<file path="config.mk">
export PLATFORM = sky130hd
export DESIGN_NAME = lzw_ram
export DESIGN_NICKNAME = d
export VERILOG_FILES = /design/src/rtl/lzw_ram.sv
export SDC_FILE = /design/constraint.sdc
export NUM_CORES = 1
export LEC_CHECK = 0
export BUFFER_PORTS_ARGS = -buffer_cell sky130_fd_sc_hd__buf_2
export CORE_UTILIZATION = 40
export DETAILED_ROUTE_END_ITERATION = 12
export SYNTH_ARGS = -nofsm -noshare
export SYNTH_HDL_FRONTEND = slang
export SYNTH_SLANG_ARGS = --single-unit
</file>
<file path="constraint.sdc">
create_clock -name clk -period 1.9 [get_ports clk]
set_input_delay 0 -clock clk [delete_from_list [all_inputs] [get_ports clk]]
set_output_delay 0 -clock clk [all_outputs]
set_load 0.05 [all_outputs]
</file>
<file path="src/rtl/lzw_ram.sv">
// ----------------------------------------------------------------------------
// lzw_ram
// Simple dual-port RAM: one write port, one read port, registered read.
// ----------------------------------------------------------------------------
module lzw_ram #(
	parameter int WIDTH = 8,
	parameter int DEPTH = 64
) (
	input  logic                     clk,
	input  logic                     we,
	input  logic [$clog2(DEPTH)-1:0] waddr,
	input  logic [WIDTH-1:0]         wdata,
	input  logic [$clog2(DEPTH)-1:0] raddr,
	output logic [WIDTH-1:0]         rdata
);

	logic [WIDTH-1:0] mem [DEPTH];

	always_ff @(posedge clk) begin
		if (we) begin
			mem[waddr] <= wdata;
		end
		rdata <= mem[raddr];
	end

endmodule

</file>
# Word-level counts from Yosys, hierarchy flattened
# Memories as Yosys holds them, arrays and structs flattened. A register that Yosys moved wholly into a read port is not among the register bits.
# Cells that the tools add are included.
# W data, S select, Z words.
# classes
mux	2
# ops
op	n
$mux W1	2
# word_totals
register_bits	0
ramBits	512
word_cells	3
mem_count	1
# memory_table
name	depth	word_bits	read_ports	rd_clocked_by_memory_dff	write_ports	line	source
mem	64	8	1	1	1	17	logic [WIDTH-1:0] mem [DEPTH];

# Depth between registers and ports, before layout
# depth
word_depth	2
ltp_mapped	9
depth_no_buf	5

# Least setup slack after synthesis
# Ideal clock, no wire load.
# synth_timing
kind	reg2reg
start	mem mem[29][4]
end	reg rdata[4], read port of mem
setup_ns	0.132
arrival_ns	1.560
required_time_ns	1.768
setup_slack_ns	0.208
stages_incl_launch_ff	6
path_buffers	0
synth_period_minus_slack_ns	1.692
cell_sequence	edfxtp_1 -> mux4_2 -> mux2_2 -> o221a_2 -> nor3_1 -> o32ai_1
# synth_rtl
item	line	source
start: declaration	17	
end: declaration	14	output logic [WIDTH-1:0] rdata

==> results.md <==
* Worst EP arrival at 2.34 ns
* Worst-path clk slew at 0.06 ns
* Post-Route WL at 45900 um
* Area Growth Syn to Fin at 18.44%
* RSZ-0062 raised after global routing: no
* All-Layer GR Usage at 18.68%
* Seq. cell area at 0.01553 sq mm
* Initial core utilization at 40.86%
* Crit. Startpoint: mem[54][7]
* Outcome: complete, no violations
* Crit path largest cell delay at 0.50 ns
* Worst reg2reg path startpoint: mem[54][7]
* Dominant synthesized flop cell: edfxtp_1
* First-pass GRT wire length at 67920 um
* TritonRoute pass-1 iters at 5
* Skew-Pair Late Insertion Delay at 0.58 ns
* # nets final at 1149
* Tmin final at 1.878 ns
* Worst clock skew at 0.01828 ns
* Num CTS Buffers at 50
* Layout cell share with drive strength beyond 1 at 34.19%
* Die Span X at 226.5 um
* Leading area contributor after synthesis: edfxtp_1
* CTS Root Cell: clkbuf_16
* TritonCTS clock tree: built
* CP max stage cell: mux4_2
* Power per Cell Area at 1011 mW/mm^2
* Number of global-route vias before repair at 10260
* Clock buffer depth at 3
* Yosys reg bits at 520
* Lkg Pwr at 0.007733 uW
* Initial detailed-routing violation count at 850
* Relative slew slack at 32.26%
* Largest net degree at the start of global routing at 65
* Crit Path Class: reg2reg
* Most common cell in the netlist: edfxtp_1
* Area of the multi-input gates at 0.004373 sq mm
* Synth Net Count at 962
* Worst path most repeated cell: mux4_2
* Required @ worst endpoint at 2.36 ns
* Post-synth EDFFs at 512
* Yosys top cell area share at 76.24%
* Worst Path Max Fanout at 1
* Die height at 226.5 um
* CP cell instances: mux4_2 -> mux4_2 -> o21ai_1 -> nand2_1
* R2R Path End: rdata[7]
* Port bufs at 29
* Num ports at 30
* Finished Cell Area at 0.02389 sq mm
* Final period util at 98.85%
* Fin. Hold Viols at 0
* # H-tree levels at 2
* DRT antenna net count at 0
* Most instantiated cells after synthesis: 512 x edfxtp_1, 126 x mux4_2, 83 x nor2_1
* Grt total ovfl at 0
* Slew Viols, Final at 0
* Cell area after synthesis at 0.02017 sq mm
* Reg2Reg Depth at 4
* Post-Syn Area per Cell at 21.45 sq um
* DR WL/cell at 25.15 um
* Peak supply drop at 566.3 uV
* Distinct cells, synth at 40
* Hold Crit Class: in2reg
* Post-synth ARST share at 0%
* Overall power at 24160 uW
* Crit path launch type: register
* Warnings from Yosys at 0
* Worst-Margin Slew at 1.016 ns
* N_diodes at 0
* Final core utilization at 48.39%
* GPL Wtd Cong at 0.7894
* Initial antenna violation count at 2
* Mean number of vias per cell at 5.394
* Hold Slack at 0.03723 ns
* Synth Instances at 940
* Core area at 0.04936 sq mm
* Maxcap violations at 0
* Synth area leaders: edfxtp_1 76%, mux4_2 14%, nor2_1 1.5%, mux2i_1 1.1%, dfxtp_1 0.79%
* CP Capture Point: rdata[7]
* Number of setup buffers added after CTS at 0
* R2r setup slk at 0.02 ns
* Residual DRC at 0
* Die area at 0.05132 sq mm
* Core Rows at 81
* Filler cell count in the final layout at 4020
* Kind of end point of the critical path: register
* Routed vias at 9844
* Final HPWL DP at 29960 um
* DP Area at 0.02215 sq mm
* Clk sink count at 520
* Sequential area share after synthesis at 77.03%
* Setup violations, final at 0
* Fmax at 0.5324 GHz
layout by cell type, fill, tap and decap left out, drive strengths merged, types with 3 or more instances in the layout:
cell	synthesis	final
a211oi	4	4
a21oi	3	3
a221oi	6	6
a22oi	3	3
buf	34	181
bufinv	0	7
clkbuf	17	67
clkinv	0	10
dfxtp	8	8
dlygate4sd3	0	4
edfxtp	512	512
mux2	13	13
mux2i	23	23
mux4	126	126
nand2	19	19
nand2b	7	7
nand3	13	13
nand3b	3	3
nor2	83	83
nor2b	14	14
nor3	7	7
o2111ai	3	3
o21ai	4	4
o221ai	8	8
o22ai	8	8
o2bb2ai	3	3
sequential cells by signal, indices dropped and copies added, names as in the netlist:
name	cells
mem	512
rdata	8
critical path, delay by kind of cell (launching register included):
| family | cells | cell delay, ns |
|---|---|---|
| multiplexers | 2 | 0.99 |
| AND/OR/NAND/NOR | 1 | 0.09 |
| AO/OA/AOI/OAI | 1 | 0.29 |
| flip-flops | 1 | 0.38 |
kinds of logic (layout without fill, tap and decap cells):
kind of cell    Yosys count  in the layout  share of synthesized area (%)
compound gates           54             54                          2.072
buf+inv                  51            272                          1.570
flops                   520            520                          77.03
mux                     162            162                          15.94
simple gates            153            153                          3.387
worst min path at each step:
stage,start,end,cells after the start
CTS,waddr[2],mem[51][6],3
global route,waddr[2],mem[49][6],3
detailed placement,raddr[5],rdata[4],3
finish,waddr[0],mem[51][4],3
floorplan,wdata[0],mem[0][0],0
global placement,raddr[5],rdata[6],3
power by group:
group / leakage, uW / total [uW] / switching (uW) / internal, uW
clock network: 0.000788 / 10000 / 4080 / 5960
registers: 0.00467 / 12700 / 38.5 / 12700
logic: 0.00227 / 1390 / 832 / 558
per-layer routing:
metal	GRT usage (%)	vias to the layer above	share of wire (%)
met1	25.17	5212	43
li1	-	4295	-
met3	3.110	65	5.0
met2	30.85	268	50
met4	6.343	4	2.5
met5	0	-	0.059
area by class of cell:
class / count / share of cell area (%)
Sequential cell: 520 / 65.04
Clock buffer: 66 / 5.705
Clock inverter: 20 / 1.147
Tap cell: 664 / 3.478
Multi-Input combinational cell: 369 / 18.31
Timing Repair Buffer: 186 / 6.323
what timing repair did:
item | 4_1_cts | 5_1_grt
endpoints found under the hold margin | 53 | 0
pin swaps | 2 | 0
gates resized for setup | 5 | 9
hold buffers | 4 | 0
setup endpoints to repair | 3 | 5
metrics by stage:
step / TNS (ns) / instances / worst slack, ns
3_5_place_dp: -1.986 / 1735 / -0.4248
5_1_grt: 0 / 1825 / 0.002603
2_1_floorplan: 0 / 940 / 0.2078
3_3_place_gp: -1.693 / 1735 / -0.3436
6_report: 0 / 1825 / 0.02179
4_1_cts: 0 / 1825 / 0.0009048
Note: power is estimated with default switching activity, not from simulation.
